===== src/sv/gda_pkg.sv =====
package gda_pkg;

    localparam logic [2:0] KIND_DAYS    = 3'd0;
    localparam logic [2:0] KIND_WEEKS   = 3'd1;
    localparam logic [2:0] KIND_MONTHS  = 3'd2;
    localparam logic [2:0] KIND_YEARS   = 3'd3;
    localparam logic [2:0] KIND_DECADES = 3'd4;

    localparam logic [3:0] MONTH_FEB = 4'd2;
    localparam logic [3:0] MONTH_DEC = 4'd12;

    // reciprocals: floor(y/25) = (y*RECIP_25) >> 21 for 16-bit y,
    // floor(x/3) = (x*RECIP_3) >> 15 for 14-bit x
    localparam logic [16:0] RECIP_25 = 17'd83887;
    localparam logic [13:0] RECIP_3  = 14'd10923;

    typedef enum logic [3:0] {
        OP_NONE,
        OP_LOAD,
        OP_YEAR_Q,
        OP_YEAR_R,
        OP_CLAMP,
        OP_STEP,
        OP_MON_Q,
        OP_MON_APPLY,
        OP_YEARS,
        OP_PUBLISH
    } dp_op_t;

    typedef struct packed {
        dp_op_t op;
    } dp_cmd_t;

    typedef struct packed {
        logic is_days;
        logic is_months;
        logic is_years;
        logic day_done;
    } dp_status_t;

    // y divisible by 400 <=> y % 16 == 0 and y % 25 == 0
    function automatic logic is_leap(input logic [3:0] y_low, input logic [4:0] r25);
        is_leap = (y_low[1:0] == 2'd0) && ((r25 != 5'd0) || (y_low == 4'd0));
    endfunction

    function automatic logic [4:0] month_len(input logic [3:0] m, input logic leap);
        unique case (m) inside
            MONTH_FEB:                  month_len = leap ? 5'd29 : 5'd28;
            4'd4, 4'd6, 4'd9, 4'd11:    month_len = 5'd30;
            default:                    month_len = 5'd31;
        endcase
    endfunction

endpackage


===== src/sv/gda_dp.sv =====
module gda_dp (
    input  logic                 aclk,
    input  gda_pkg::dp_cmd_t     cmd,
    input  logic [2:0]           kind_i,
    input  logic [14:0]          amount_i,
    input  logic [4:0]           day_i,
    input  logic [3:0]           month_i,
    input  logic [15:0]          year_i,
    output gda_pkg::dp_status_t  status,
    output logic [4:0]           day_o,
    output logic [3:0]           month_o,
    output logic [15:0]          year_o
);

    logic [2:0]  kind_reg,  kind_next;
    logic [17:0] n_reg,     n_next;
    logic [4:0]  d_reg,     d_next;
    logic [3:0]  m_reg,     m_next;
    logic [15:0] y_reg,     y_next;
    logic [11:0] q_reg,     q_next;
    logic [4:0]  r25_reg,   r25_next;
    logic [4:0]  dout_reg,  dout_next;
    logic [3:0]  mout_reg,  mout_next;
    logic [15:0] yout_reg,  yout_next;

    logic        leap_y, leap_y1;
    logic [15:0] y_inc;
    logic [4:0]  r25_inc;
    logic [4:0]  len, left;
    logic [8:0]  ylen;
    logic [15:0] mon_t;
    logic [27:0] mon_prod;
    logic [32:0] yr_prod;
    logic [15:0] q25, q12;
    logic [17:0] amt7;
    logic [15:0] amt10;

    always_comb begin
        leap_y   = gda_pkg::is_leap(y_reg[3:0], r25_reg);
        y_inc    = y_reg + 16'd1;
        r25_inc  = ((y_reg == 16'hFFFF) || (r25_reg == 5'd24)) ? 5'd0 : r25_reg + 5'd1;
        leap_y1  = gda_pkg::is_leap(y_inc[3:0], r25_inc);
        len      = gda_pkg::month_len(m_reg, leap_y);
        left     = len - d_reg;
        ylen     = ((m_reg <= gda_pkg::MONTH_FEB) ? leap_y : leap_y1) ? 9'd366 : 9'd365;
        mon_t    = 16'(m_reg) - 16'd1 + 16'(n_reg[14:0]);
        mon_prod = mon_t[15:2] * gda_pkg::RECIP_3;
        yr_prod  = y_reg * gda_pkg::RECIP_25;
        q25      = 16'({q_reg, 4'b0000}) + 16'({q_reg, 3'b000}) + 16'(q_reg);
        q12      = 16'({q_reg, 3'b000}) + 16'({q_reg, 2'b00});
        amt7     = 18'({amount_i, 3'b000}) - 18'(amount_i);
        amt10    = 16'({n_reg[14:0], 3'b000}) + 16'({n_reg[14:0], 1'b0});

        status.is_days   = (kind_reg == gda_pkg::KIND_DAYS) || (kind_reg == gda_pkg::KIND_WEEKS);
        status.is_months = (kind_reg == gda_pkg::KIND_MONTHS);
        status.is_years  = (kind_reg == gda_pkg::KIND_YEARS) ||
                           (kind_reg == gda_pkg::KIND_DECADES);
        status.day_done  = (n_reg <= 18'(left));

        kind_next = kind_reg;
        n_next    = n_reg;
        d_next    = d_reg;
        m_next    = m_reg;
        y_next    = y_reg;
        q_next    = q_reg;
        r25_next  = r25_reg;
        dout_next = dout_reg;
        mout_next = mout_reg;
        yout_next = yout_reg;

        unique case (cmd.op)
            gda_pkg::OP_NONE: begin
            end
            gda_pkg::OP_LOAD: begin
                kind_next = kind_i;
                n_next    = (kind_i == gda_pkg::KIND_WEEKS) ? amt7 : 18'(amount_i);
                d_next    = (day_i == 5'd0) ? 5'd1 : day_i;
                if (month_i == 4'd0) begin
                    m_next = 4'd1;
                end else if (month_i > gda_pkg::MONTH_DEC) begin
                    m_next = gda_pkg::MONTH_DEC;
                end else begin
                    m_next = month_i;
                end
                y_next = year_i;
            end
            gda_pkg::OP_YEAR_Q: begin
                q_next = yr_prod[32:21];
            end
            gda_pkg::OP_YEAR_R: begin
                r25_next = 5'(y_reg - q25);
            end
            gda_pkg::OP_CLAMP: begin
                if (d_reg > len) begin
                    d_next = len;
                end
            end
            gda_pkg::OP_STEP: begin
                if (status.day_done) begin
                    d_next = d_reg + 5'(n_reg);
                end else if ((d_reg == 5'd1) && (n_reg >= 18'(ylen))) begin
                    n_next   = n_reg - 18'(ylen);
                    y_next   = y_inc;
                    r25_next = r25_inc;
                end else begin
                    n_next = n_reg - 18'(left) - 18'd1;
                    d_next = 5'd1;
                    if (m_reg == gda_pkg::MONTH_DEC) begin
                        m_next   = 4'd1;
                        y_next   = y_inc;
                        r25_next = r25_inc;
                    end else begin
                        m_next = m_reg + 4'd1;
                    end
                end
            end
            gda_pkg::OP_MON_Q: begin
                q_next = mon_prod[26:15];
            end
            gda_pkg::OP_MON_APPLY: begin
                m_next = 4'(mon_t - q12 + 16'd1);
                y_next = y_reg + 16'(q_reg);
            end
            gda_pkg::OP_YEARS: begin
                y_next = y_reg + ((kind_reg == gda_pkg::KIND_DECADES) ?
                                  amt10 : 16'(n_reg[14:0]));
            end
            gda_pkg::OP_PUBLISH: begin
                dout_next = d_reg;
                mout_next = m_reg;
                yout_next = y_reg;
            end
            default: begin
            end
        endcase
    end

    always_ff @(posedge aclk) begin
        kind_reg <= kind_next;
        n_reg    <= n_next;
        d_reg    <= d_next;
        m_reg    <= m_next;
        y_reg    <= y_next;
        q_reg    <= q_next;
        r25_reg  <= r25_next;
        dout_reg <= dout_next;
        mout_reg <= mout_next;
        yout_reg <= yout_next;
    end

    assign day_o   = dout_reg;
    assign month_o = mout_reg;
    assign year_o  = yout_reg;

endmodule


===== src/sv/gda_ctrl.sv =====
module gda_ctrl (
    input  logic                 aclk,
    input  logic                 aresetn,
    input  logic                 s_tvalid,
    output logic                 s_tready,
    output logic                 m_tvalid,
    input  logic                 m_tready,
    input  gda_pkg::dp_status_t  status,
    output gda_pkg::dp_cmd_t     cmd
);

    typedef enum logic [3:0] {
        ST_IDLE,
        ST_DECODE,
        ST_YEAR_Q,
        ST_YEAR_R,
        ST_CLAMP,
        ST_RUN,
        ST_MON_Q,
        ST_MON_APPLY,
        ST_FINISH
    } state_t;

    state_t state_reg, state_next;
    logic   m_tvalid_reg, m_tvalid_next;

    always_comb begin
        state_next    = state_reg;
        cmd.op        = gda_pkg::OP_NONE;
        m_tvalid_next = m_tvalid_reg && !m_tready;

        unique case (state_reg)
            ST_IDLE: begin
                if (s_tvalid) begin
                    cmd.op     = gda_pkg::OP_LOAD;
                    state_next = ST_DECODE;
                end
            end
            ST_DECODE: begin
                if (status.is_days) begin
                    state_next = ST_YEAR_Q;
                end else if (status.is_months) begin
                    state_next = ST_MON_Q;
                end else if (status.is_years) begin
                    cmd.op     = gda_pkg::OP_YEARS;
                    state_next = ST_FINISH;
                end else begin
                    state_next = ST_FINISH;
                end
            end
            ST_YEAR_Q: begin
                cmd.op     = gda_pkg::OP_YEAR_Q;
                state_next = ST_YEAR_R;
            end
            ST_YEAR_R: begin
                cmd.op     = gda_pkg::OP_YEAR_R;
                state_next = ST_CLAMP;
            end
            ST_CLAMP: begin
                cmd.op     = gda_pkg::OP_CLAMP;
                state_next = ST_RUN;
            end
            ST_RUN: begin
                cmd.op = gda_pkg::OP_STEP;
                if (status.day_done) begin
                    state_next = ST_FINISH;
                end
            end
            ST_MON_Q: begin
                cmd.op     = gda_pkg::OP_MON_Q;
                state_next = ST_MON_APPLY;
            end
            ST_MON_APPLY: begin
                cmd.op     = gda_pkg::OP_MON_APPLY;
                state_next = ST_FINISH;
            end
            ST_FINISH: begin
                if (!m_tvalid_reg || m_tready) begin
                    cmd.op        = gda_pkg::OP_PUBLISH;
                    m_tvalid_next = 1'b1;
                    state_next    = ST_IDLE;
                end
            end
            default: begin
                state_next = ST_IDLE;
            end
        endcase
    end

    always_ff @(posedge aclk) begin
        if (!aresetn) begin
            state_reg    <= ST_IDLE;
            m_tvalid_reg <= 1'b0;
        end else begin
            state_reg    <= state_next;
            m_tvalid_reg <= m_tvalid_next;
        end
    end

    assign s_tready = (state_reg == ST_IDLE);
    assign m_tvalid = m_tvalid_reg;

    a_accept_starts: assert property (@(posedge aclk) disable iff (!aresetn)
        (s_tvalid && s_tready) |=> (state_reg == ST_DECODE))
        else $error("accepted transaction did not start decode");

    a_publish_valid: assert property (@(posedge aclk) disable iff (!aresetn)
        (cmd.op == gda_pkg::OP_PUBLISH) |=> m_tvalid_reg)
        else $error("published result not presented");

    a_run_days_only: assert property (@(posedge aclk) disable iff (!aresetn)
        (state_reg == ST_RUN) |-> status.is_days)
        else $error("day stepping entered for a non-day kind");

    a_finish_waits: assert property (@(posedge aclk) disable iff (!aresetn)
        (state_reg == ST_FINISH && m_tvalid_reg && !m_tready) |=>
        (state_reg == ST_FINISH && m_tvalid_reg))
        else $error("result overwritten while output stalled");

endmodule


===== src/sv/gregorian_date_adder_core.sv =====
// Gregorian date adder: advances (day, month, year) by an amount of days,
// weeks, months, years or decades.
// Input channel s_*: one transaction per date; s_tuser carries the kind,
// s_tdata carries amount, day, month and year.
// Output channel m_*: one transaction per input with the resulting date.
// Path from input acceptance to m_tvalid: years/decades and unused kinds
//   go from decode to finish, months pass the quotient and apply states,
//   days/weeks pass the year quotient, year remainder and clamp states and
//   then the day walker; each walker step before the last rolls one month
//   or skips one whole year.
// One date is in flight at a time; s_tready is high only while idle, and a
// new transaction is taken in the cycle after the previous result is
// published, even while that result still waits in the output register.
// If the receiver stalls, the finished date waits inside until the output
// register frees up.
// Reset (aresetn low, synchronous) returns to idle and drops m_tvalid.
module gregorian_date_adder_core (
    input  logic        aclk,
    input  logic        aresetn,
    input  logic        s_tvalid,
    output logic        s_tready,
    input  logic [39:0] s_tdata,   // amount[14:0], day_in[19:15], month_in[23:20], year_in[39:24]
    input  logic [2:0]  s_tuser,   // kind[2:0]
    output logic        m_tvalid,
    input  logic        m_tready,
    output logic [31:0] m_tdata    // day_out[4:0], month_out[8:5], year_out[24:9], zero[31:25]
);

    gda_pkg::dp_cmd_t    cmd;
    gda_pkg::dp_status_t status;
    logic [4:0]          day_out;
    logic [3:0]          month_out;
    logic [15:0]         year_out;

    gda_ctrl u_ctrl (
        .aclk     (aclk),
        .aresetn  (aresetn),
        .s_tvalid (s_tvalid),
        .s_tready (s_tready),
        .m_tvalid (m_tvalid),
        .m_tready (m_tready),
        .status   (status),
        .cmd      (cmd)
    );

    gda_dp u_dp (
        .aclk     (aclk),
        .cmd      (cmd),
        .kind_i   (s_tuser),
        .amount_i (s_tdata[14:0]),
        .day_i    (s_tdata[19:15]),
        .month_i  (s_tdata[23:20]),
        .year_i   (s_tdata[39:24]),
        .status   (status),
        .day_o    (day_out),
        .month_o  (month_out),
        .year_o   (year_out)
    );

    assign m_tdata = {7'd0, year_out, month_out, day_out};

endmodule

===== config.mk =====
export PLATFORM = sky130hd
export DESIGN_NAME = gregorian_date_adder_core
export DESIGN_NICKNAME = d
export VERILOG_FILES = /design/src/sv/gda_pkg.sv /design/src/sv/gda_dp.sv /design/src/sv/gda_ctrl.sv /design/src/sv/gregorian_date_adder_core.sv
export SDC_FILE = /design/constraint.sdc
export NUM_CORES = 1
export LEC_CHECK = 0
export ABC_AREA = 1
export BUFFER_PORTS_ARGS = -buffer_cell sky130_fd_sc_hd__buf_2
export CORE_ASPECT_RATIO = 2
export CORE_MARGIN = 1
export CORE_UTILIZATION = 35
export CTS_CLUSTER_SIZE = 20
export DETAILED_ROUTE_END_ITERATION = 10
export SLEW_MARGIN = 20
export SYNTH_ARGS = -nofsm -noshare
export SYNTH_HDL_FRONTEND = slang
export SYNTH_SLANG_ARGS = --single-unit

===== constraint.sdc =====
create_clock -name aclk -period 9.9 [get_ports aclk]
set_input_delay 0.495 -clock aclk [delete_from_list [all_inputs] [get_ports aclk]]
set_output_delay 0.495 -clock aclk [all_outputs]
set_load 0.05 [all_outputs]

==> results of run 1 <==
-- through the flow --
step	area, um^2	utilization (%)	setup WS, ps
after floorplan	19000	-	3110
after global placement	20100	37.6	2080
after detailed placement	20100	37.6	1990
after CTS	20400	38.1	1980
after global routing	20400	38.1	1500
final	20400	38.1	1940
-- routing by layer --
layer,vias up,wire (um)
li1,8331,-
met1,7981,19700
met2,457,36000
met3,201,1530
met4,0,5220
met5,-,0
-- cell families after synthesis --
group,share of synthesized area [%]
AND/OR/NAND/NOR,22.6
adder cells (fa/ha/maj),36.5
AO/OA/AOI/OAI,10.5
flip-flops,14.5
other,0.0198
buffers and inverters,10.9
XOR/XNOR,5.13
-- critical path: cells and delay by family, from the launching register on --
| kind | cells | cell delay (ps) |
|---|---|---|
| compound gates | 6 | 1110 |
| simple gates | 9 | 1610 |
| flops | 1 | 450 |
| fa+ha+maj | 9 | 3510 |
| xor+xnor | 1 | 460 |
| buf+inv | 6 | 570 |
-- placed cells by master, fill, tap and decap left out, types with 7 or more instances in the layout --
cell	instances
sky130_fd_sc_hd__a21o_1	18
sky130_fd_sc_hd__a21oi_1	124
sky130_fd_sc_hd__a31oi_1	19
sky130_fd_sc_hd__buf_2	73
sky130_fd_sc_hd__buf_4	9
sky130_fd_sc_hd__clkbuf_16	10
sky130_fd_sc_hd__conb_1	7
sky130_fd_sc_hd__edfxtp_1	88
sky130_fd_sc_hd__fa_1	149
sky130_fd_sc_hd__ha_1	314
sky130_fd_sc_hd__inv_1	489
sky130_fd_sc_hd__inv_2	9
sky130_fd_sc_hd__nand2_1	552
sky130_fd_sc_hd__nand2_2	10
sky130_fd_sc_hd__nand3_1	154
sky130_fd_sc_hd__nand3b_1	11
sky130_fd_sc_hd__nand4_1	33
sky130_fd_sc_hd__nor2_1	181
sky130_fd_sc_hd__nor3_1	25
sky130_fd_sc_hd__nor4_1	9
sky130_fd_sc_hd__o211ai_1	23
sky130_fd_sc_hd__o21ai_0	95
sky130_fd_sc_hd__o21bai_1	17
sky130_fd_sc_hd__or2_2	13
sky130_fd_sc_hd__xnor2_1	27
sky130_fd_sc_hd__xor2_1	76
-- worst min-delay path by stage --
| stage | from | depth (start not counted) | to | slack [ps] |
|---|---|---|---|---|
| 2_1_floorplan | u_dp.m_reg[3] | 0 | u_dp.month_o[3] | 480 |
| 3_3_place_gp | u_ctrl.m_tvalid | 2 | u_ctrl.m_tvalid | 490 |
| 3_5_place_dp | u_ctrl.m_tvalid | 2 | u_ctrl.m_tvalid | 500 |
| 4_1_cts | s_tuser[0] | 1 | u_dp.kind_reg[0] | 300 |
| 5_1_grt | s_tuser[0] | 1 | u_dp.kind_reg[0] | 310 |
| 6_report | s_tuser[0] | 1 | u_dp.kind_reg[0] | 310 |
-- layout make-up --
type,instances,area (um^2)
fill,5611,33100
multi-input combinational,1917,14200
sequential,93,2740
inverter,500,1880
tap,671,840
timing repair buffer,82,433
clock buffer,11,254
clock inverter,5,42.5
==> summary.txt, run 1 <==
================================================================================
Global-route wire length before repair                                  96200 um
Clock sink count                                                              93
Post-synthesis area per instance                                       7.48 um^2
Max Fclk                                                               0.126 GHz
Clock tree from TritonCTS                                                   done
CTS Buf Count                                                                  9
Fraction of the yosys area taken by sequential cells                       14.5%
List of most frequent post-synthesis cells                          sky130_fd_sc_hd__nand2_1 (552), sky130_fd_sc_hd__inv_1 (490), sky130_fd_sc_hd__ha_1 (314)
Port Buf Inserts                                                              73
Met3 routing resource usage after global routing                           2.05%
Register-to-register setup slack                                         1940 ps
Hold Vio Cnt, Final                                                            0
Largest register FFs                                                          18
Post-CTS Resized                                                               0
Violations in the final reports                                              DRC
DIE AREA                                                              55200 um^2
Drc violations                                                                 7
Boundary Pins                                                                 81
Post-DP HPWL                                                            54200 um
Remaining antenna violation count                                              0
Num rows                                                                     120
Register-to-Register Path Depth                                               31
Final cell count without fillers                                            3279
Routed via count                                                           17.0k
Post-CTS repair timing setup buffer count                                      0
Number of warnings issued by yosys                                             0
Yosys cell types                                                              61
Critical path data required time                                        10030 ps
Initial DRT Pass Iterations                                                    8
Final Critical Period                                                    7960 ps
Critical path's slowest cell                                        sky130_fd_sc_hd__nor2_1
CP peak stage delay                                                       720 ps
Total overflow reported by the global router                                   0
Number of slew-limit violations in the final report                            0
Biggest fanout along the worst timing path                                    13
Synth Cell Area                                                       19000 um^2
Clock-pin transition on the worst setup and hold timing paths              70 ps
Starting utilization of the core area                                      35.5%
Worst Setup SP                                                      u_dp.m_reg[0]
Met1 Use GR                                                                19.7%
Post-synthesis async set-or-reset flop share                                  0%
Average wire per standard cell                                           19.1 um
Worst hold margin                                                         311 ps
Global routing met2 resource utilization                                   47.9%
Maximum buffer depth of the clock tree                                         2
Area fraction of the dominant cell type after synthesis                    20.7%
CTS root buf                                                        sky130_fd_sc_hd__clkbuf_16
Final period util                                                          80.4%
Terminus of the critical flop-to-flop path                          u_dp.q_reg[5]
P&R area growth vs syn                                                     7.50%
First DRT Iteration DRCs                                                    1020
Total negative setup slack                                                  0 ps
Total global routing track utilization                                     23.0%
Startpoint kind of the worst setup timing path                              flop
Critical path start-end classification                              flop to flop
Final RePlAce weighted congestion                                           1.01
Most frequently used flop master after synthesis                    sky130_fd_sc_hd__edfxtp_1
Register bit total from synthesis                                             93
# H-tree levels                                                                3
# setup viols final                                                            0
Relative slew slack                                                        27.9%
Type of element capturing the critical path                                 flop
Maximum number of pins on one net before global-route repair                  38
Class of the worst hold path                                        input port to flop
Hold buffer count at cts                                                       0
DIE HEIGHT                                                                331 um
Number of antenna violations at the first check in global routing              0
Max-cap violations                                                             0
Placeable core area                                                   53500 um^2
Cells after synthesis                                                       2535
Highest-utilization routing layer at the global route stage                 met2
Clock tree skew after final layout                                       35.1 ps
Source of the worst register-to-register timing path                u_dp.m_reg[0]
Share of cells above drive strength 1                                      5.98%
Top-count cell post-synth                                           sky130_fd_sc_hd__nand2_1
Diode insertion count for antenna repair                                       0
Critical path capture point                                         u_dp.q_reg[5]
Unrepaired setup endpoints after global routing                            false
Total wire length                                                       62500 um
Transition at the pin with the smallest max-transition slack             1070 ps
Post-layout net count                                                       3113
Status                                                              finished, violations left
Via-to-Cell Ratio                                                           5.18
Via count of the first global-routing pass                                 17.9k
Floorplan die width                                                       167 um
Critical path arrival                                                    8080 ps
Cell accounting for the most synthesized area                       sky130_fd_sc_hd__ha_1
Clk_lat worst skew                                                        400 ps
Leading cell types by total area after synthesis                    sky130_fd_sc_hd__ha_1 (21%), sky130_fd_sc_hd__fa_1 (16%), sky130_fd_sc_hd__edfxtp_1 (14%)
Number of flops mapped to enable cells by yosys                               88
Cells after DPL                                                             3263
================================================================================
Power of run 1 is not shown: default switching activity piles up to over one toggle a cycle in this logic, so the estimate is an artifact.
==> inputs of run 2 (changes only) <==
==> constraint.sdc (replaced) <==
create_clock -name aclk -period 7.1 [get_ports aclk]
set_input_delay 0.355 -clock aclk [delete_from_list [all_inputs] [get_ports aclk]]
set_output_delay 0.355 -clock aclk [all_outputs]
set_load 0.05 [all_outputs]
==> summary.txt, run 2 (synthesized netlist as in run 1, its figures left out) <==
================================================================================
Status                                                              finished, violations left
Violations in the final reports                                              DRC
Remaining antenna violation count                                              0
Clock sink count                                                              93
DIE HEIGHT                                                                331 um
Relative slew slack                                                        30.1%
Critical path arrival                                                    6920 ps
Sequential cell area                                                   2740 um^2
Average wire per standard cell                                           19.3 um
Placeable core area                                                   53500 um^2
Unrepaired setup endpoints after global routing                             true
Diode insertion count for antenna repair                                       0
P&R area growth vs syn                                                     9.56%
Drc violations                                                                 7
Total overflow reported by the global router                                   0
Floorplan die width                                                       167 um
Number of antenna violations at the first check in global routing              0
Type of element capturing the critical path                                 flop
Cells after DPL                                                             3294
Largest register FFs                                                          18
CP peak stage delay                                                       540 ps
Global-route wire length before repair                                  98300 um
Commonest non-fill, non-tap cell in the layout                      sky130_fd_sc_hd__nand2_1
Starting utilization of the core area                                      35.5%
Maximum buffer depth of the clock tree                                         2
Clk_lat worst skew                                                        390 ps
Hold buffer count at cts                                                       0
Clock-pin transition on the worst setup and hold timing paths              80 ps
Share of cells above drive strength 1                                      8.47%
Via count of the first global-routing pass                                 18.4k
Routed via count                                                           17.3k
Placed Instance Area                                                  20300 um^2
CTS root buf                                                        sky130_fd_sc_hd__clkbuf_16
Max-cap violations                                                             0
Area taken by multi-input logic gates                                 14300 um^2
Port Buf Inserts                                                              73
Critical path data required time                                         7220 ps
Transition at the pin with the smallest max-transition slack             1040 ps
Final cell count without fillers                                            3315
Worst path most repeated cell                                       sky130_fd_sc_hd__nand2_1
Final period util                                                          95.7%
Critical path's slowest cell                                        sky130_fd_sc_hd__fa_1
Number of slew-limit violations in the final report                            0
Total negative setup slack                                                  0 ps
Class of the worst hold path                                        input port to flop
DIE AREA                                                              55200 um^2
Total global routing track utilization                                     23.5%
Total wire length                                                       63900 um
Boundary Pins                                                                 81
Layout fillers                                                              5590
Max Fclk                                                               0.147 GHz
Num rows                                                                     120
Worst hold margin                                                         162 ps
Most frequent cells in the layout                                   sky130_fd_sc_hd__nand2_1 (549), sky130_fd_sc_hd__inv_1 (487), sky130_fd_sc_hd__ha_1 (307), sky130_fd_sc_hd__nor2_1 (173), sky130_fd_sc_hd__nand3_1 (154)
Critical path start-end classification                              flop to flop
# H-tree levels                                                                3
# setup viols final                                                            0
Fin area                                                              20800 um^2
CTS Buf Count                                                                  9
Clock tree skew after final layout                                       21.1 ps
Final RePlAce weighted congestion                                           1.01
First DRT Iteration DRCs                                                    1018
Post-DP HPWL                                                            55400 um
Via-to-Cell Ratio                                                           5.22
Hold Vio Cnt, Final                                                            0
Final Critical Period                                                    6800 ps
Initial DRT Pass Iterations                                                    8
Biggest fanout along the worst timing path                                     7
Startpoint kind of the worst setup timing path                              flop
Register-to-register setup slack                                          300 ps
Post-layout net count                                                       3149
Clock tree from TritonCTS                                                   done
Maximum number of pins on one net before global-route repair                  35
================================================================================
-- run 2: changes by cell type in the layout (fill, tap and decap cells not counted), moves of 5 or more --
cell / previous run / this run
sky130_fd_sc_hd__buf_4: 9 / 43
sky130_fd_sc_hd__ha_1: 314 / 307
sky130_fd_sc_hd__nor2_2: 3 / 10
sky130_fd_sc_hd__nor2_1: 181 / 173
sky130_fd_sc_hd__o21ai_0: 95 / 90
sky130_fd_sc_hd__ha_2: 0 / 5
-- run 2: area by class of cell --
class / count / share of cell area (%)
clock buffers: 9 / 1.08
clock inverters: 7 / 0.301
flip-flops and latches: 93 / 13.2
repair buffers: 118 / 3.39
inverters: 500 / 9.05
multi-input cells: 1917 / 68.9
well taps: 671 / 4.04
-- run 2: per-stage QoR --
stage	setup slack, ps	util [%]
floorplan	311	-
global placement	-228	38.0
detailed placement	-250	38.0
CTS	18.8	38.5
global route	-35.5	38.9
finish	304	38.9
-- run 2: metal layers --
layer,wire length [um],vias to the layer above,part of all wire (%),global-route usage [%]
li1,-,8419,-,-
met1,20100,8118,31,19.9
met2,35800,507,56,48.0
met3,1790,247,2.8,2.09
met4,6200,0,9.7,21.2
met5,0,-,0,0
-- run 2: repair_timing --
item | in CTS | in global routing
pin swaps | 0 | 4
cloned | 0 | 1
setup endpoints to repair | 1 | 12
setup buffers | 0 | 4
gates resized for setup | 2 | 40
-- run 2: worst paths after layout --
path	end	from	cells after the start
max	u_dp.q_reg[4]	u_dp.m_reg[1]	34
min	u_dp.kind_reg[0]	s_tuser[0]	1
max reg2reg	u_dp.q_reg[4]	u_dp.m_reg[1]	34
min reg2reg	u_dp.month_o[3]	u_dp.m_reg[3]	0
-- run 2: worst max-delay path, delay by kind of cell, from the launching register on --
| family | cells | cell delay [ps] |
|---|---|---|
| compound gates | 4 | 470 |
| xor+xnor | 1 | 180 |
| fa+ha+maj | 9 | 3290 |
| buf+inv | 8 | 760 |
| flops | 1 | 410 |
| simple gates | 12 | 1400 |
Power of run 2 is left out for the same reason.
